## src/hw/rtl/nalfrag_pkg.sv

```systemverilog
// Shared types and constants for the H.264 NAL to RTP FU-A fragmenter.
// No dependencies; used by every module under hw/rtl.
package nalfrag_pkg;

    localparam int SIZE_BITS   = 16;
    localparam int QUEUE_DEPTH = 4;

    localparam logic [13:0] MAX_PAYLOAD_RESET = 14'd1400;
    localparam logic [31:0] TS_STEP_RESET     = 32'd3000;
    localparam logic [13:0] MAX_PAYLOAD_MIN   = 14'd16;
    localparam logic [13:0] MAX_PAYLOAD_MAX   = 14'd8192;

    localparam logic [4:0] NAL_TYPE_SPS = 5'd7;
    localparam logic [4:0] NAL_TYPE_PPS = 5'd8;
    localparam logic [4:0] FU_A_TYPE    = 5'd28;

    localparam logic REG_MAX_PAYLOAD = 1'b0;
    localparam logic REG_TS_STEP     = 1'b1;

    // One queued entry: everything the back end needs for one accepted byte.
    typedef struct packed {
        logic [7:0]  data;
        logic        data_first;
        logic        data_last;
        logic        has_fu;
        logic [7:0]  fu_ind;
        logic [7:0]  fu_hdr;
        logic [15:0] seq;
        logic [31:0] stamp;
    } job_t;

    typedef enum logic [1:0] {
        BK_LEAD,
        BK_FUHDR,
        BK_DATA
    } bk_state_t;

endpackage

```

## src/hw/rtl/h264_nal_rtp_fragmenter.sv

```systemverilog
// H.264 NAL to RTP payload fragmenter (FU-A), top level with APB config registers.
// Depends on nalfrag_pkg, nalfrag_front, nalfrag_queue and nalfrag_back.
//
// Usage:
//   Input channel (in_valid/in_stall): one NAL byte per transfer, header byte first;
//   nal_size is sampled on the first byte of each NAL.
//   Output channel (out_valid/out_stall): one payload byte per transfer, with packet
//   first/last flags, sequence number and timestamp; run_last marks the final byte
//   produced by an input byte. The header byte of a fragmented NAL produces nothing;
//   the first byte of each fragment produces three (FU indicator, FU header, data).
//   Throughput: one input transfer per cycle while in_stall is low; output runs at
//   one byte per cycle while out_stall is low, so the two extra bytes of each
//   fragment start are taken up by the job queue.
//   in_stall rises when the QUEUE_DEPTH-entry job queue is full, which happens only
//   while out_stall holds the output register or after fragment starts.
//   Reset clears counters, queue and output valid; max_payload returns to 1400 and
//   timestamp_step to 3000. Write registers only while the block is idle.
//   Registers: 0x0 max_payload (14 bits, clamped to 16..8192), 0x4 timestamp_step.
module h264_nal_rtp_fragmenter #(
    parameter int SIZE_BITS   = nalfrag_pkg::SIZE_BITS,
    parameter int QUEUE_DEPTH = nalfrag_pkg::QUEUE_DEPTH
) (
    input  logic                 clk,
    input  logic                 rst_n,
    input  logic                 psel,
    input  logic                 penable,
    input  logic                 pwrite,
    input  logic [2:0]           paddr,
    input  logic [31:0]          pwdata,
    output logic [31:0]          prdata,
    output logic                 pready,
    input  logic                 in_valid,
    output logic                 in_stall,
    input  logic [7:0]           nal_byte,
    input  logic [SIZE_BITS-1:0] nal_size,
    output logic                 out_valid,
    input  logic                 out_stall,
    output logic [7:0]           out_byte,
    output logic                 packet_first,
    output logic                 packet_last,
    output logic [15:0]          sequence_res,
    output logic [31:0]          stamp,
    output logic                 run_last
);

    logic [13:0] max_payload_reg;
    logic [31:0] ts_step_reg;
    logic        wr_en;

    logic              accept;
    logic              push, pop, q_empty, q_full;
    nalfrag_pkg::job_t push_job, head;

    assign pready = 1'b1;
    assign wr_en  = psel && penable && pwrite && pready;

    always_ff @(posedge clk or negedge rst_n)
    begin
        if (!rst_n)
        begin
            max_payload_reg <= nalfrag_pkg::MAX_PAYLOAD_RESET;
            ts_step_reg     <= nalfrag_pkg::TS_STEP_RESET;
        end
        else if (wr_en)
        begin
            if (paddr[2] == nalfrag_pkg::REG_TS_STEP)
            begin
                ts_step_reg <= pwdata;
            end
            else
            begin
                max_payload_reg <= pwdata[13:0];
            end
        end
    end

    assign prdata = (paddr[2] == nalfrag_pkg::REG_TS_STEP) ? ts_step_reg
                                                           : {18'd0, max_payload_reg};

    assign in_stall = q_full;
    assign accept   = in_valid && !q_full;

    nalfrag_front #(
        .SIZE_BITS(SIZE_BITS)
    ) u_front (
        .clk            (clk),
        .rst_n          (rst_n),
        .accept         (accept),
        .nal_byte       (nal_byte),
        .nal_size       (nal_size),
        .max_payload    (max_payload_reg),
        .timestamp_step (ts_step_reg),
        .push           (push),
        .job            (push_job)
    );

    nalfrag_queue #(
        .DEPTH(QUEUE_DEPTH)
    ) u_queue (
        .clk      (clk),
        .rst_n    (rst_n),
        .push     (push),
        .push_job (push_job),
        .pop      (pop),
        .head     (head),
        .empty    (q_empty),
        .full     (q_full)
    );

    nalfrag_back u_back (
        .clk          (clk),
        .rst_n        (rst_n),
        .head         (head),
        .q_empty      (q_empty),
        .pop          (pop),
        .out_valid    (out_valid),
        .out_stall    (out_stall),
        .out_byte     (out_byte),
        .packet_first (packet_first),
        .packet_last  (packet_last),
        .sequence_res (sequence_res),
        .stamp        (stamp),
        .run_last     (run_last)
    );

endmodule

```

## src/hw/rtl/nalfrag_front.sv

```systemverilog
// Front end: accepts NAL bytes, tracks NAL/chunk position, sequence and timestamp,
// and builds one queue entry per byte that produces output. Uses nalfrag_pkg.
module nalfrag_front #(
    parameter int SIZE_BITS = nalfrag_pkg::SIZE_BITS
) (
    input  logic                  clk,
    input  logic                  rst_n,
    input  logic                  accept,
    input  logic [7:0]            nal_byte,
    input  logic [SIZE_BITS-1:0]  nal_size,
    input  logic [13:0]           max_payload,
    input  logic [31:0]           timestamp_step,
    output logic                  push,
    output nalfrag_pkg::job_t     job
);

    localparam int CW = ((SIZE_BITS > 14) ? SIZE_BITS : 14) + 2;

    logic [SIZE_BITS-1:0] byte_index_reg, byte_index_next;
    logic [12:0]          chunk_fill_reg, chunk_fill_next;
    logic [SIZE_BITS-1:0] held_size_reg, held_size_next;
    logic [7:0]           held_header_reg;
    logic                 fragmenting_reg, fragmenting_next;
    logic [15:0]          seq_count_reg, seq_count_next;
    logic [31:0]          time_count_reg, time_count_next;

    logic [13:0]          m;
    logic                 first;
    logic [SIZE_BITS-1:0] sz;
    logic [SIZE_BITS-1:0] eff_size;
    logic [7:0]           eff_hdr;
    logic                 frag_now;
    logic [CW-1:0]        bi_w, m_w, d, dn, cf_w;
    logic                 last_np, lone, end_pkt, nal_end, frag_e;
    logic                 param_set;

    always_comb
    begin
        if (max_payload < nalfrag_pkg::MAX_PAYLOAD_MIN)
        begin
            m = nalfrag_pkg::MAX_PAYLOAD_MIN;
        end
        else if (max_payload > nalfrag_pkg::MAX_PAYLOAD_MAX)
        begin
            m = nalfrag_pkg::MAX_PAYLOAD_MAX;
        end
        else
        begin
            m = max_payload;
        end
    end

    assign first    = (byte_index_reg == '0);
    assign sz       = (nal_size == '0) ? SIZE_BITS'(1) : nal_size;
    assign eff_size = first ? sz : held_size_reg;
    assign eff_hdr  = first ? nal_byte : held_header_reg;
    assign m_w      = CW'(m);
    assign frag_now = first ? (CW'(sz) > m_w) : fragmenting_reg;
    assign bi_w     = CW'(byte_index_reg);
    assign last_np  = (bi_w + CW'(1)) >= CW'(eff_size);

    assign d       = bi_w - CW'(1);
    assign dn      = CW'(held_size_reg) - CW'(1);
    assign cf_w    = CW'(chunk_fill_reg);
    assign lone    = (d == '0) && (dn == m_w);
    assign nal_end = (d + CW'(1)) >= dn;
    assign end_pkt = nal_end || ((cf_w + CW'(1)) >= m_w) ||
                     ((dn == m_w) && ((d + CW'(2)) == m_w));
    assign frag_e  = ((dn - d) <= m_w) && !lone;

    assign param_set = (eff_hdr[4:0] == nalfrag_pkg::NAL_TYPE_SPS) ||
                       (eff_hdr[4:0] == nalfrag_pkg::NAL_TYPE_PPS);

    always_comb
    begin
        byte_index_next  = byte_index_reg;
        chunk_fill_next  = chunk_fill_reg;
        held_size_next   = held_size_reg;
        fragmenting_next = fragmenting_reg;
        seq_count_next   = seq_count_reg;
        time_count_next  = time_count_reg;
        push             = 1'b0;

        job.data       = nal_byte;
        job.data_first = first;
        job.data_last  = last_np;
        job.has_fu     = 1'b0;
        job.fu_ind     = {1'b0, eff_hdr[6:5], nalfrag_pkg::FU_A_TYPE};
        job.fu_hdr     = {(d == '0), frag_e, 1'b0, eff_hdr[4:0]};
        job.seq        = seq_count_reg;
        job.stamp      = time_count_reg;

        if (accept)
        begin
            if (first)
            begin
                held_size_next   = sz;
                fragmenting_next = frag_now;
                chunk_fill_next  = '0;
            end

            if (first && frag_now)
            begin
                byte_index_next = SIZE_BITS'(1);
            end
            else if (!frag_now)
            begin
                push = 1'b1;
                if (last_np)
                begin
                    seq_count_next  = seq_count_reg + 16'd1;
                    byte_index_next = '0;
                    if (!param_set)
                    begin
                        time_count_next = time_count_reg + timestamp_step;
                    end
                end
                else
                begin
                    byte_index_next = byte_index_reg + SIZE_BITS'(1);
                end
            end
            else
            begin
                push           = 1'b1;
                job.data_first = (chunk_fill_reg != '0);
                job.data_last  = end_pkt;
                job.has_fu     = (chunk_fill_reg == '0);
                if (end_pkt)
                begin
                    seq_count_next  = seq_count_reg + 16'd1;
                    chunk_fill_next = '0;
                end
                else
                begin
                    chunk_fill_next = chunk_fill_reg + 13'd1;
                end
                if (nal_end)
                begin
                    byte_index_next  = '0;
                    fragmenting_next = 1'b0;
                    chunk_fill_next  = '0;
                    time_count_next  = time_count_reg + timestamp_step;
                end
                else
                begin
                    byte_index_next = byte_index_reg + SIZE_BITS'(1);
                end
            end
        end
    end

    always_ff @(posedge clk or negedge rst_n)
    begin
        if (!rst_n)
        begin
            byte_index_reg  <= '0;
            chunk_fill_reg  <= '0;
            held_size_reg   <= '0;
            fragmenting_reg <= 1'b0;
            seq_count_reg   <= '0;
            time_count_reg  <= '0;
        end
        else
        begin
            byte_index_reg  <= byte_index_next;
            chunk_fill_reg  <= chunk_fill_next;
            held_size_reg   <= held_size_next;
            fragmenting_reg <= fragmenting_next;
            seq_count_reg   <= seq_count_next;
            time_count_reg  <= time_count_next;
        end
    end

    always_ff @(posedge clk)
    begin
        if (accept && first)
        begin
            held_header_reg <= nal_byte;
        end
    end

endmodule

```

## src/hw/rtl/nalfrag_queue.sv

```systemverilog
// Short FIFO of job entries between the front and back ends.
// Uses nalfrag_pkg::job_t.
module nalfrag_queue #(
    parameter int DEPTH = nalfrag_pkg::QUEUE_DEPTH
) (
    input  logic              clk,
    input  logic              rst_n,
    input  logic              push,
    input  nalfrag_pkg::job_t push_job,
    input  logic              pop,
    output nalfrag_pkg::job_t head,
    output logic              empty,
    output logic              full
);

    localparam int PW = (DEPTH > 1) ? $clog2(DEPTH) : 1;
    localparam int NW = $clog2(DEPTH + 1);

    nalfrag_pkg::job_t mem [DEPTH];

    logic [PW-1:0] wr_ptr_reg, wr_ptr_next;
    logic [PW-1:0] rd_ptr_reg, rd_ptr_next;
    logic [NW-1:0] count_reg, count_next;

    assign empty = (count_reg == '0);
    assign full  = (count_reg == NW'(DEPTH));
    assign head  = mem[rd_ptr_reg];

    always_comb
    begin
        wr_ptr_next = wr_ptr_reg;
        rd_ptr_next = rd_ptr_reg;
        count_next  = count_reg;
        if (push)
        begin
            wr_ptr_next = (wr_ptr_reg == PW'(DEPTH - 1)) ? '0 : wr_ptr_reg + PW'(1);
        end
        if (pop)
        begin
            rd_ptr_next = (rd_ptr_reg == PW'(DEPTH - 1)) ? '0 : rd_ptr_reg + PW'(1);
        end
        if (push && !pop)
        begin
            count_next = count_reg + NW'(1);
        end
        else if (pop && !push)
        begin
            count_next = count_reg - NW'(1);
        end
    end

    always_ff @(posedge clk or negedge rst_n)
    begin
        if (!rst_n)
        begin
            wr_ptr_reg <= '0;
            rd_ptr_reg <= '0;
            count_reg  <= '0;
        end
        else
        begin
            wr_ptr_reg <= wr_ptr_next;
            rd_ptr_reg <= rd_ptr_next;
            count_reg  <= count_next;
        end
    end

    always_ff @(posedge clk)
    begin
        if (push)
        begin
            mem[wr_ptr_reg] <= push_job;
        end
    end

`ifndef SYNTHESIS
    a_count_bound: assert property (@(posedge clk) disable iff (!rst_n)
        count_reg <= NW'(DEPTH))
        else $error("queue count above depth");
    a_no_pop_empty: assert property (@(posedge clk) disable iff (!rst_n)
        !(pop && empty))
        else $error("pop from empty queue");
    a_no_push_full: assert property (@(posedge clk) disable iff (!rst_n)
        !(push && full))
        else $error("push into full queue");
`endif

endmodule

```

## src/hw/rtl/nalfrag_back.sv

```systemverilog
// Back end: expands each queued job into one or three payload bytes
// (FU indicator, FU header, data) in an output register. Uses nalfrag_pkg.
module nalfrag_back (
    input  logic              clk,
    input  logic              rst_n,
    input  nalfrag_pkg::job_t head,
    input  logic              q_empty,
    output logic              pop,
    output logic              out_valid,
    input  logic              out_stall,
    output logic [7:0]        out_byte,
    output logic              packet_first,
    output logic              packet_last,
    output logic [15:0]       sequence_res,
    output logic [31:0]       stamp,
    output logic              run_last
);

    nalfrag_pkg::bk_state_t state_reg, state_next;

    logic        out_valid_reg, out_valid_next;
    logic [7:0]  byte_reg;
    logic        first_reg, last_reg, run_last_reg;
    logic [15:0] seq_reg;
    logic [31:0] stamp_reg;

    logic        load, take;
    logic [7:0]  res_byte;
    logic        res_first, res_last, res_run_last;

    assign load = !out_valid_reg || !out_stall;
    assign take = load && !q_empty;

    always_comb
    begin
        state_next     = state_reg;
        pop            = 1'b0;
        out_valid_next = out_valid_reg;
        if (load)
        begin
            out_valid_next = !q_empty;
        end
        if (take)
        begin
            case (state_reg)
                nalfrag_pkg::BK_LEAD:
                begin
                    if (head.has_fu)
                    begin
                        state_next = nalfrag_pkg::BK_FUHDR;
                    end
                    else
                    begin
                        pop = 1'b1;
                    end
                end
                nalfrag_pkg::BK_FUHDR:
                begin
                    state_next = nalfrag_pkg::BK_DATA;
                end
                nalfrag_pkg::BK_DATA:
                begin
                    pop        = 1'b1;
                    state_next = nalfrag_pkg::BK_LEAD;
                end
                default:
                begin
                    state_next = nalfrag_pkg::BK_LEAD;
                end
            endcase
        end
    end

    always_comb
    begin
        res_byte     = head.data;
        res_first    = head.data_first;
        res_last     = head.data_last;
        res_run_last = 1'b1;
        case (state_reg)
            nalfrag_pkg::BK_LEAD:
            begin
                if (head.has_fu)
                begin
                    res_byte     = head.fu_ind;
                    res_first    = 1'b1;
                    res_last     = 1'b0;
                    res_run_last = 1'b0;
                end
            end
            nalfrag_pkg::BK_FUHDR:
            begin
                res_byte     = head.fu_hdr;
                res_first    = 1'b0;
                res_last     = 1'b0;
                res_run_last = 1'b0;
            end
            nalfrag_pkg::BK_DATA:
            begin
                res_first = 1'b0;
            end
            default:
            begin
                res_byte = head.data;
            end
        endcase
    end

    always_ff @(posedge clk or negedge rst_n)
    begin
        if (!rst_n)
        begin
            state_reg     <= nalfrag_pkg::BK_LEAD;
            out_valid_reg <= 1'b0;
        end
        else
        begin
            state_reg     <= state_next;
            out_valid_reg <= out_valid_next;
        end
    end

    always_ff @(posedge clk)
    begin
        if (take)
        begin
            byte_reg     <= res_byte;
            first_reg    <= res_first;
            last_reg     <= res_last;
            run_last_reg <= res_run_last;
            seq_reg      <= head.seq;
            stamp_reg    <= head.stamp;
        end
    end

    assign out_valid    = out_valid_reg;
    assign out_byte     = byte_reg;
    assign packet_first = first_reg;
    assign packet_last  = last_reg;
    assign sequence_res = seq_reg;
    assign stamp        = stamp_reg;
    assign run_last     = run_last_reg;

`ifndef SYNTHESIS
    a_fuhdr_needs_job: assert property (@(posedge clk) disable iff (!rst_n)
        (state_reg != nalfrag_pkg::BK_LEAD) |-> !q_empty)
        else $error("mid-job state with empty queue");
    a_pop_ends_run: assert property (@(posedge clk) disable iff (!rst_n)
        pop |=> (out_valid && run_last))
        else $error("job popped without final byte");
    a_hdr_after_ind: assert property (@(posedge clk) disable iff (!rst_n)
        (take && state_reg == nalfrag_pkg::BK_FUHDR) |=> (!packet_first && !run_last))
        else $error("FU header byte flagged wrong");
`endif

endmodule

```

## config.mk

```make
export PLATFORM = sky130hd
export DESIGN_NAME = h264_nal_rtp_fragmenter
export DESIGN_NICKNAME = d
export VERILOG_FILES = /design/src/hw/rtl/nalfrag_pkg.sv /design/src/hw/rtl/h264_nal_rtp_fragmenter.sv /design/src/hw/rtl/nalfrag_front.sv /design/src/hw/rtl/nalfrag_queue.sv /design/src/hw/rtl/nalfrag_back.sv
export SDC_FILE = /design/constraint.sdc
export NUM_CORES = 1
export LEC_CHECK = 0
export BUFFER_PORTS_ARGS = -buffer_cell sky130_fd_sc_hd__clkbuf_2
export CORE_ASPECT_RATIO = 0.6
export CORE_UTILIZATION = 30
export DETAILED_ROUTE_END_ITERATION = 8
export GPL_TIMING_DRIVEN = 0
export SLEW_MARGIN = 20
export SYNTH_ARGS = -nofsm -noshare
export SYNTH_HDL_FRONTEND = slang
export SYNTH_SLANG_ARGS = --single-unit
```

## constraint.sdc

```tcl
create_clock -name clk -period 11.3 [get_ports clk]
set_input_delay 1.695 -clock clk [delete_from_list [all_inputs] [get_ports clk]]
set_output_delay 1.695 -clock clk [all_outputs]
set_load 0.005 [all_outputs]
```

# Word level (Yosys, flattened, before mapping)
# Memory sizes are Yosys's and may differ from the RTL's.
# Cells that the tools add are included.
# W data, S select, Z words.
classes:
  n_addsub: 15
  order_cmp: 7
  eq_ne: 13
  muxes: 50
  bitwise_logic: 2
  reduce_logical: 37
ops:
  columns: ["op", "n"]
  rows:
  - ["$mux W32", 5]
  - ["$mux W16", 9]
  - ["$mux W13", 5]
  - ["$eq A18 B14 Y1", 2]
  - ["$sub A16 B1 Y17 const B", 2]
  - ["$add A16 B1 Y16 const B", 2]
  - ["$add A32 B32 Y32", 1]
  - ["$logic_not A16 Y1", 2]
  - ["$mux W14", 2]
  - ["$add A18 B1 Y18 const B", 1]
  - ["$add A18 B2 Y18 const B", 1]
  - ["$ge A18 B14 Y1", 1]
  - ["$ge A18 B16 Y1", 1]
  - ["$ge A18 B18 Y1", 1]
  - ["$le A18 B14 Y1", 1]
  - ["$logic_not A18 Y1", 1]
  - ["$sub A18 B18 Y18", 1]
  - ["$add A16 B1 Y17 const B", 1]
  - ["$gt A16 B14 Y1", 1]
  - ["$pmux W8 S2", 1]
  - ["$mux W3", 5]
  - ["$add A13 B1 Y14 const B", 1]
  - ["$gt A14 B14 Y1 const B", 1]
  - ["$lt A14 B5 Y1 const B", 1]
  - ["other kinds (30)", 75]
totals:
  ff_bits: 216
  mem_bits_rw: 272
  inputBits: 66
  output_inout_bits: 94
  elab_cells: 145
  memories: 1
mem_list:
  columns: ["memory", "words", "word_bits", "rd", "rd_ports_with_merged_regs", "write_ports", "line_no", "text"]
  rows:
  - ["u_queue.mem", 4, 68, 1, 0, 1, "nalfrag_queue.sv:19", "nalfrag_pkg::job_t mem [DEPTH];"]

# Longest topological paths before layout
# Gate-level depths: netlist of the first run.
depth:
  depth_word: 12
  mapped_depth: 25
  ltp_nobuf: 22

# Hierarchy
# A second synthesis of the first run with hierarchy kept.
hier_totals:
  hier_cells: 2072
  area_unflattened_um2: 27107.2
modules_own_cells:
  columns: ["mod", "n_inst", "cells_per_inst", "area_each_um2", "seq_area_each_um2"]
  rows:
  - ["nalfrag_front", 1, 1394, 11552.3, 2562.5]
  - ["nalfrag_queue", 1, 429, 11262.1, 9183.8]
  - ["nalfrag_back", 1, 112, 2153.3, 1846.8]
  - ["h264_nal_rtp_fragmenter", 1, 137, 2139.6, 1167.4]

# Least setup slack after synthesis of the first run
# No wires, ideal clock.
synth_timing:
  path_type: "register to register"
  start: "register u_front.byte_index_reg[0]"
  end: "register u_front.time_count_reg[0]"
  setup_ns: 0.125
  arrival_time_ns: 5.701
  t_required_ns: 11.175
  slack_ns: 5.474
  stages_incl_launch_ff: 23
  path_buffers: 4
  period_less_slack_ns: 5.826
  path_cell_list: "dfrtp_1 -> clkbuf_1 -> inv_1 -> ha_1 -> clkbuf_1 -> xor2_1 -> ha_1 -> buf_1 -> o21ai_1 -> o21bai_1 -> or2_2 -> nor3_1 -> nand2_1 -> xnor2_1 -> ha_1 -> o21a_1 -> o21ai_0 -> nor3_1 -> a2111oi_0 -> inv_1 -> o2111ai_1 -> clkbuf_1 -> mux2_2"
synth_between:
  elab_chain_len: 6
  elab_cells_between_ends: 19
  cone_classes: "add/sub: 3; order compare: 2; eq/ne: 4; mux: 4; bitwise: 1; reduce/logical: 5"
synth_rtl:
  columns: ["item", "line_no", "text"]
  rows:
  - ["from (decl)", "nalfrag_front.sv:19", "logic [SIZE_BITS-1:0] byte_index_reg, byte_index_next;"]
  - ["from (signal assigned)", "nalfrag_front.sv:166", "byte_index_reg <= byte_index_next;"]
  - ["parallel branches: the longest is 6 deep, another holds $add A18 B1 Y18", null, null]
  - ["to (signal assigned)", "nalfrag_front.sv:171", "time_count_reg <= time_count_next;"]
  - ["to (decl)", "nalfrag_front.sv:25", "logic [31:0] time_count_reg, time_count_next;"]
# Parallel ways; which one is timed is not known.
# A chain may end at the register's enable or synchronous reset.

# Worst setup path after layout of the first run
layout_timing:
  start: "register u_front.byte_index_reg[0]"
  end: "register u_front.time_count_reg[12]"
# The elaborated chain is that of the path after synthesis.

==> flow_summary.ini, run 1 <==
[clock_tree]
post_cts_resized = 0
clock_latency_ns = 0.59
cts_num_sinks = 488
cts_tree = done
root_buffer = clkbuf_16
cts-buffers-inserted = 50
postCtsHoldBufs = 0
clock_path_buffers = 3
post_cts.repair.setup_buffers = 0
cts.htree.levels = 2
cts.clk_slew.worst_paths_ns = 0.06

[route]
ant_nets = 0
met2_length_mm = 30.6
wl_per_cell_um = 21.4
vias = 17668
vias_per_cell = 5.16
drt-initial-drc-count = 1489
wl_met1_mm = 36.2
top_layer_used = met5
drtPass1Iterations = 5
drc = 0
wl_met3_mm = 4.97
wirelength_mm = 73.2

[critical_path]
cp_max_fo = 10
critical_path.top_delay_family = compound AO/OA/AOI/OAI gates
worstSetupEndpointType = flip-flop
critPathRequiredTime_ns = 11.77
critPathMaxStageDelay_ns = 0.83
critPathSlowestCell = a2111oi_2
cp_cell_sequence = clkbuf_1 -> inv_1 -> ha_1 -> clkbuf_1 -> xor2_1 -> ha_1 -> buf_1 -> o21ai_1 -> o21bai_1 -> or2_2 -> nor3_1 -> nand2_1 -> xnor2_1 -> ha_1 -> o21a_1 -> o21ai_0 -> nor3_1 -> a2111oi_2 -> inv_1 -> o2111ai_1 -> clkbuf_1 -> mux2_2
crit_path_start_kind = flip-flop
arrival_ns = 9.33
path_class = reg -> reg
path_buf_inv = 6

[placement]
place_congestion = 0.945
io_buffers = 156
pre_cts_ws_ns = 2.87
dpl.cell_count = 3331
dp_hpwl_mm = 54.8
place_area_mm2 = 0.0280

[sta]
fin_crit_sh_pct = 78.4
rsz0062_at_grt = no
finalSetupViolations = 0
finalMaxSlewViolations = 0
tightest_slew_ns = 1.12
layout_min_cycle_time_ns = 8.85
tns_ns = 0
finalHoldViolations = 0
max_slew_margin_pct = 25.1
fmax_mhz = 113
layout_setup_ws_ns = 2.45
finalClockSkew_ns = 0.0132
hold_slack_ns = 0.495

[yosys]
synth_ff_type = edfxtp_1
async_reset_ff_share_pct = 30.7
synth.net_count = 2241
syn_inst = 2034
synth-edff-count = 338
yosysSeqAreaShare_pct = 54.5
ys_ff_latch = 488
ys_types = 88
syn_area_mm2 = 0.0256
synth-warning-count = 0
syn_area_per_cell_um2 = 12.6

[cells_and_area]
layout_common_cells = edfxtp_1, nand2_1, clkbuf_2
final_area_mm2 = 0.0296
drive_gt1_share_pct = 18.6
largest_reg_flops = 272
syn2layout_area_growth_pct = 15.7
fin_util_pct = 35.2
regMostFlops = u_queue.mem
nets = 2456
fin_cells = 3425
layout_commonest_cell = edfxtp_1

[die]
dieHeight_um = 228
ios = 160
die_area_mm2 = 0.0864
start_util_pct = 30.4
die_w_um = 379
row_count = 82
coreArea_mm2 = 0.0839

[global_routing]
antenna_found_initial = 4
grt_pass1_vias = 17391
grt_overflow = 0
grt_pass1_wl_mm = 110
grt_max_degree = 78
globalRouteTotalUtil_pct = 16.8

[run_status]
status = complete, no violations

[power]
leakagePower_nw = 11.5
p_total_mw = 9.29
vdd_drop_max_mv = 0.122
power_density_mw_per_mm2 = 314

[hold_path]
hold_path.class = reg -> reg

[flow_run]
maxCapViolations = 0
[cell families after synthesis]
group	synth area share, %
AND/OR/NAND/NOR	11.7
multiplexers	9.72
flip-flops	54.5
buffers and inverters	2.58
XOR/XNOR	5.56
adder cells (fa/ha/maj)	6.99
other	0.0147
AO/OA/AOI/OAI	8.96
[power by group]
group | internal [mW] | switching, mW | leakage [nW]
registers | 2.61 | 0.370 | 5.00
logic | 1.89 | 2.78 | 5.77
clock network | 0.916 | 0.717 | 0.778
[cells in the mapped netlist (all sizes together) (47+ instances only)]
cell type,number,area [um^2]
nand3,50,250
xnor2,76,666
edfxtp,338,10100
clkbuf,77,289
mux2,65,732
mux4,68,1530
xor2,62,551
nand2,199,747
a21oi,62,310
nor2,89,334
nor3,47,252
inv,71,267
o21ai,96,480
dfrtp,137,3430
ha,138,1730
[cell type report]
cell class              instances  area, um^2
diodes                          1        2.50
plain buffers                  98         382
clock buffers                  61        1330
clock inverters                32         280
fillers                      8288       54300
inverters                      74         280
multi-input cells            1374       11000
flip-flops and latches        488       13900
well taps                    1134        1420
repair buffers                163         955
[worst reg2reg max path, stage by stage, from the launching register on]
cell	delay [ns]
dfrtp_1	0.52
clkbuf_1	0.54
inv_1	0.40
ha_1	0.31
clkbuf_1	0.31
xor2_1	0.49
ha_1	0.22
buf_1	0.33
o21ai_1	0.41
o21bai_1	0.47
or2_2	0.43
nor3_1	0.55
nand2_1	0.14
xnor2_1	0.17
ha_1	0.33
o21a_1	0.17
o21ai_0	0.23
nor3_1	0.12
a2111oi_2	0.84
inv_1	0.16
o2111ai_1	0.55
clkbuf_1	0.63
mux2_2	0.41
[metal layers]
metal	track usage [%]	vias up
li1	-	8104
met1	25.6	8901
met5	0	-
met2	24.2	572
met4	3.86	2
met3	3.38	89
[path summary, 6_finish.rpt]
| kind | startpoint | to | slack, ns | cells past startpoint |
|---|---|---|---|---|
| worst min-delay path | u_back.out_valid | u_back.out_valid | 0.49 | 2 |
| worst min register to register | u_back.out_valid | u_back.out_valid | 0.49 | 2 |
| worst max register to register | u_front.byte_index_reg[0] | u_front.time_count_reg[12] | 2.45 | 22 |
| max in group asynchronous | rst_n | u_front.time_count_reg[29] | 9.23 | 2 |
| min in group asynchronous | rst_n | u_front.byte_index_reg[12] | 1.15 | 1 |
| worst max-delay path | u_front.byte_index_reg[0] | u_front.time_count_reg[12] | 2.45 | 22 |
Note: power is estimated with default switching activity, not from simulation.
==> run 2, diff against run 1 <==
==> constraint.sdc (replaced) <==
create_clock -name clk -period 8.1 [get_ports clk]
set_input_delay 1.215 -clock clk [delete_from_list [all_inputs] [get_ports clk]]
set_output_delay 1.215 -clock clk [all_outputs]
set_load 0.005 [all_outputs]
==> flow_summary.ini, run 2 (synthesis gave the netlist of run 1 again) <==
[run_status]
status = complete, no violations

[die]
start_util_pct = 30.4
row_count = 82
die_w_um = 379
ios = 160
dieHeight_um = 228
coreArea_mm2 = 0.0839
die_area_mm2 = 0.0864

[sta]
hold_slack_ns = 0.494
tns_ns = 0
tightest_slew_ns = 1.07
rsz0062_at_grt = no
max_slew_margin_pct = 28.6
finalMaxSlewViolations = 0
finalHoldViolations = 0
layout_min_cycle_time_ns = 7.68
fin_crit_sh_pct = 94.8
finalClockSkew_ns = 0.0134
fmax_mhz = 130
finalSetupViolations = 0

[global_routing]
grt_pass1_wl_mm = 110
grt_pass1_vias = 17394
antenna_found_initial = 4
globalRouteTotalUtil_pct = 16.8
grt_max_degree = 78
grt_overflow = 0

[clock_tree]
cts.clk_slew.worst_paths_ns = 0.06
cts_num_sinks = 488
clock_latency_ns = 0.59
cts-buffers-inserted = 50
clock_path_buffers = 3
post_cts.repair.setup_buffers = 0
postCtsHoldBufs = 0
cts_tree = done
root_buffer = clkbuf_16
cts.htree.levels = 2
post_cts_resized = 2

[cells_and_area]
largest_reg_flops = 272
fill_cells = 8285
layout_commonest_cell = edfxtp_1
fin_cells = 3425
syn2layout_area_growth_pct = 15.8
drive_gt1_share_pct = 18.7
fin_util_pct = 35.3
final_area_mm2 = 0.0296
nets = 2455
layout_common_cells = edfxtp_1, nand2_1, clkbuf_2
regMostFlops = u_queue.mem

[placement]
place_congestion = 0.945
dp_hpwl_mm = 54.8
place_area_mm2 = 0.0280
io_buffers = 156
dpl.cell_count = 3331

[route]
drtPass1Iterations = 5
vias_per_cell = 5.15
wirelength_mm = 73.2
vias = 17627
drc = 0
ant_nets = 0
wl_per_cell_um = 21.4
drt-initial-drc-count = 1470

[power]
vdd_drop_max_mv = 0.171
power_density_mw_per_mm2 = 438
leakagePower_nw = 11.6

[hold_path]
hold_path.class = reg -> reg

[critical_path]
worstSetupEndpointType = flip-flop
crit_path_start_kind = flip-flop
critPathRequiredTime_ns = 8.57
cp_max_fo = 10
path_class = reg -> reg
arrival_ns = 8.15

[flow_run]
maxCapViolations = 0
run 2: cell count changes in the layout (fill, tap and decap cells not counted), sizes merged:
| cell | before | now |
|---|---|---|
| clkbuf | 294 | 293 |
| diode | 1 | 2 |
run 2: power breakdown:
group          internal (mW)  switching [mW]
registers               3.64           0.515
clock network           1.28            1.00
logic                   2.65            3.88
run 2: area by class of cell:
| cell class | count | area [um^2] | area share (%) |
|---|---|---|---|
| inverters | 74 | 280 | 0.947 |
| repair buffers | 163 | 955 | 3.23 |
| diodes | 2 | 5.00 | 0.0169 |
| clock inverters | 32 | 280 | 0.947 |
| multi-input cells | 1374 | 11000 | 37.3 |
| plain buffers | 97 | 380 | 1.29 |
| clock buffers | 61 | 1330 | 4.51 |
| flip-flops and latches | 488 | 13900 | 47.0 |
| well taps | 1134 | 1420 | 4.79 |
run 2: critical path, cell delays in order (launching register included):
cell and delay [ns]:
dfrtp_1 0.49, clkbuf_2 0.29, inv_1 0.40, ha_2 0.46, xor2_1 0.45, ha_1 0.22
buf_1 0.32, o21ai_1 0.39, o21bai_1 0.46, or2_2 0.43, nor3_1 0.57, nand2_1 0.14
xnor2_1 0.17, ha_1 0.33, o21a_1 0.18, o21ai_0 0.22, nor3_1 0.14, a2111oi_4 0.60
inv_1 0.15, o2111ai_2 0.30, clkbuf_2 0.43, mux2_2 0.38
run 2: through the flow:
stage                     setup slack, ns  power, mW
after floorplan                      2.27       8.44
after global placement              -1.25       10.3
after detailed placement           -0.331       10.6
after CTS                          0.0103       13.0
after global routing                0.133       13.8
final                               0.424       13.0
run 2: path summary, 6_finish.rpt:
path / start / end / slack (ns) / depth (start not counted)
setup / recovery: u_front.byte_index_reg[0] / u_front.time_count_reg[12] / 0.42 / 21
hold / removal: u_back.out_valid / u_back.out_valid / 0.49 / 2
setup reg to reg: u_front.byte_index_reg[0] / u_front.time_count_reg[12] / 0.42 / 21
hold reg to reg: u_back.out_valid / u_back.out_valid / 0.49 / 2
max in group asynchronous: rst_n / ts_step_reg[21] / 6.52 / 2
min in group asynchronous: rst_n / u_front.byte_index_reg[12] / 0.67 / 1
run 2: per-layer routing:
layer | vias to the layer above | routed length (um) | global-route usage [%]
li1 | 8103 | - | -
met1 | 8849 | 36100 | 25.6
met2 | 586 | 30600 | 24.2
met3 | 87 | 4990 | 3.38
met4 | 2 | 1430 | 3.86
met5 | - | 11 | 0
==> run 3, diff against run 2 <==
--- a/config.mk
+++ b/config.mk
@@ -10,6 +10,7 @@
 export CORE_UTILIZATION = 30
 export DETAILED_ROUTE_END_ITERATION = 8
 export GPL_TIMING_DRIVEN = 0
+export MAX_ROUTING_LAYER = met4
 export SLEW_MARGIN = 20
 export SYNTH_ARGS = -nofsm -noshare
 export SYNTH_HDL_FRONTEND = slang
==> flow_summary.ini, run 3 (synthesis gave the netlist of run 1 again) <==
[run_status]
status = complete, no violations

[critical_path]
r2r-end = u_front.time_count_reg[0]
path_class = reg -> reg
ff2ff_path_depth = 24
cp_max_fo = 10
cp_cell_sequence = clkbuf_1 -> inv_1 -> ha_1 -> clkbuf_1 -> inv_1 -> ha_1 -> buf_1 -> o21ai_1 -> o21bai_1 -> or2_2 -> nor3_1 -> xnor2_1 -> ha_1 -> a21o_1 -> a21oi_1 -> nor2b_1 -> o21ai_0 -> a21oi_1 -> a2111oi_2 -> buf_2 -> inv_1 -> o2111ai_2 -> clkbuf_2 -> mux2_2
worstSetupEndpointType = flip-flop
regToRegStartpoint = u_front.byte_index_reg[0]
path_buf_inv = 8
critPathMaxStageDelay_ns = 0.60
crit_path_start_kind = flip-flop
r2r_setup_slack_ns = 0.50
critPathSlowestCell = ha_1
critical_path.top_delay_family = buffers and inverters
arrival_ns = 8.06
critPathRequiredTime_ns = 8.56

[cells_and_area]
layout_common_cells = edfxtp_1, nand2_1, clkbuf_2
multi_input_area_mm2 = 0.0110
syn2layout_area_growth_pct = 16.1
seq_area_mm2 = 0.0139
fill_cells = 8212
regMostFlops = u_queue.mem
largest_reg_flops = 272
layout_commonest_cell = edfxtp_1
nets = 2457
drive_gt1_share_pct = 18.6

[power]
pwr-share-seq_pct = 32.6
power_density_mw_per_mm2 = 435
p_total_mw = 12.9
sw_frac_of_total_pct = 40.9
leakagePower_nw = 11.6
p_int_mw = 7.62
p_comb_share_pct = 49.1
clock_power_share_pct = 18.3
p_sw_mw = 5.28
vdd_drop_max_mv = 0.182

[die]
die_area_mm2 = 0.0864
dieHeight_um = 228
die_w_um = 379
row_count = 82
ios = 160
coreArea_mm2 = 0.0839
start_util_pct = 30.4

[placement]
dp_hpwl_mm = 54.8
place_congestion = 0.935
io_buffers = 156

[global_routing]
grt_pass1_vias = 17462
grt_pass1_wl_mm = 109
globalRouteTotalUtil_pct = 17.2
grt_overflow = 0
antenna_found_initial = 1
grt_max_degree = 81

[sta]
max_slew_margin_pct = 33.3
hold_slack_ns = 0.497
rsz0062_at_grt = no
fmax_mhz = 132
finalClockSkew_ns = 0.0311
tightest_slew_ns = 0.991
finalHoldViolations = 0
finalSetupViolations = 0
finalMaxSlewViolations = 0
layout_min_cycle_time_ns = 7.60
fin_crit_sh_pct = 93.8

[hold_path]
min_from = u_queue.count_reg[2]
hold_path_depth = 1
holdPathEnd = u_queue.count_reg[2]
hold_path.class = reg -> reg

[route]
drc = 0
vias_per_cell = 5.11
ant_nets = 0
wirelength_mm = 72.7
drt-initial-drc-count = 1350
drtPass1Iterations = 5
vias = 17509
wl_per_cell_um = 21.2

[flow_run]
maxCapViolations = 0

[clock_tree]
cts.clk_slew.worst_paths_ns = 0.06
clock_latency_ns = 0.60
root_buffer = clkbuf_16
cts.htree.levels = 2
cts_num_sinks = 488
clock_path_buffers = 3
cts_tree = done
cts-buffers-inserted = 50
post_cts.repair.setup_buffers = 0
-- run 3: cell count changes in the layout (fill, tap and decap cells not counted), sizes merged --
cell and change:
bufinv +3, clkinv +2, clkbuf +1, clkinvlp -2, inv -2, buf +1
-- run 3: repair_timing --
action                     4_1_cts  5_1_grt
setup endpoints to repair        0       24
resized for setup                0        4
hold buffers                     0        0
-- run 3: power by group through the flow --
stage	Clock (mW)	Combinational, mW	Sequential, mW
detailed placement	0	6.27	4.26
finish	2.36	6.34	4.20
global placement	0	6.01	4.26
global route	2.52	6.98	4.29
CTS	2.44	6.31	4.21
floorplan	0	4.45	3.99
-- run 3: layout make-up --
type                    count  share of cell area, %
plain buffers              98                   1.29
clock inverters            33                   1.27
diodes                      2                 0.0169
multi-input cells        1374                   37.1
inverters                  74                  0.945
repair buffers            164                   3.23
clock buffers              61                   4.39
flip-flops and latches    488                   46.9
well taps                1134                   4.78
-- run 3: per-layer routing --
metal | track usage, % | vias up | part of all wire (%) | wire, um
met5 | - | - | 0 | 0
met4 | 3.92 | 0 | 2.0 | 1420
met3 | 4.10 | 76 | 7.7 | 5570
met2 | 23.6 | 563 | 41 | 29800
met1 | 25.3 | 8763 | 49 | 35900
li1 | - | 8107 | - | -
-- run 3: worst register-to-register path: stages (launching register included) --
cell       delay [ns]
dfrtp_1          0.52
clkbuf_1         0.50
inv_1            0.41
ha_1             0.60
clkbuf_1         0.31
inv_1            0.17
ha_1             0.16
buf_1            0.25
o21ai_1          0.35
o21bai_1         0.48
or2_2            0.45
nor3_1           0.37
xnor2_1          0.13
ha_1             0.32
a21o_1           0.19
a21oi_1          0.14
nor2b_1          0.06
o21ai_0          0.23
a21oi_1          0.12
a2111oi_2        0.32
buf_2            0.25
inv_1            0.10
o2111ai_2        0.25
clkbuf_2         0.43
mux2_2           0.38
-- run 3: worst max path at each step --
| stage | end | slack (ns) | cells after the start | start |
|---|---|---|---|---|
| finish | u_front.time_count_reg[0] | 0.50 | 24 | u_front.byte_index_reg[0] |
| global route | u_front.time_count_reg[0] | 0.18 | 23 | u_front.byte_index_reg[0] |
| CTS | u_front.time_count_reg[0] | 0.15 | 24 | u_front.byte_index_reg[0] |
| detailed placement | u_front.time_count_reg[12] | 0.19 | 24 | u_front.byte_index_reg[0] |
| global placement | u_front.time_count_reg[12] | -1.44 | 23 | u_front.byte_index_reg[0] |
| floorplan | u_front.time_count_reg[0] | 2.27 | 22 | u_front.byte_index_reg[0] |
-- run 3: per-stage QoR --
stage / setup TNS [ns] / area [um^2] / setup slack (ns) / std cells / util, %
3_3_place_gp: -59.81 / 27800 / -1.44 / 3324 / 33.1
3_5_place_dp: 0 / 28000 / 0.192 / 3332 / 33.3
2_1_floorplan: 0 / 25600 / 2.27 / 2034 / -
5_1_grt: 0 / 29700 / 0.183 / 3427 / 35.3
4_1_cts: 0 / 29600 / 0.147 / 3426 / 35.3
6_report: 0 / 29700 / 0.498 / 3428 / 35.3
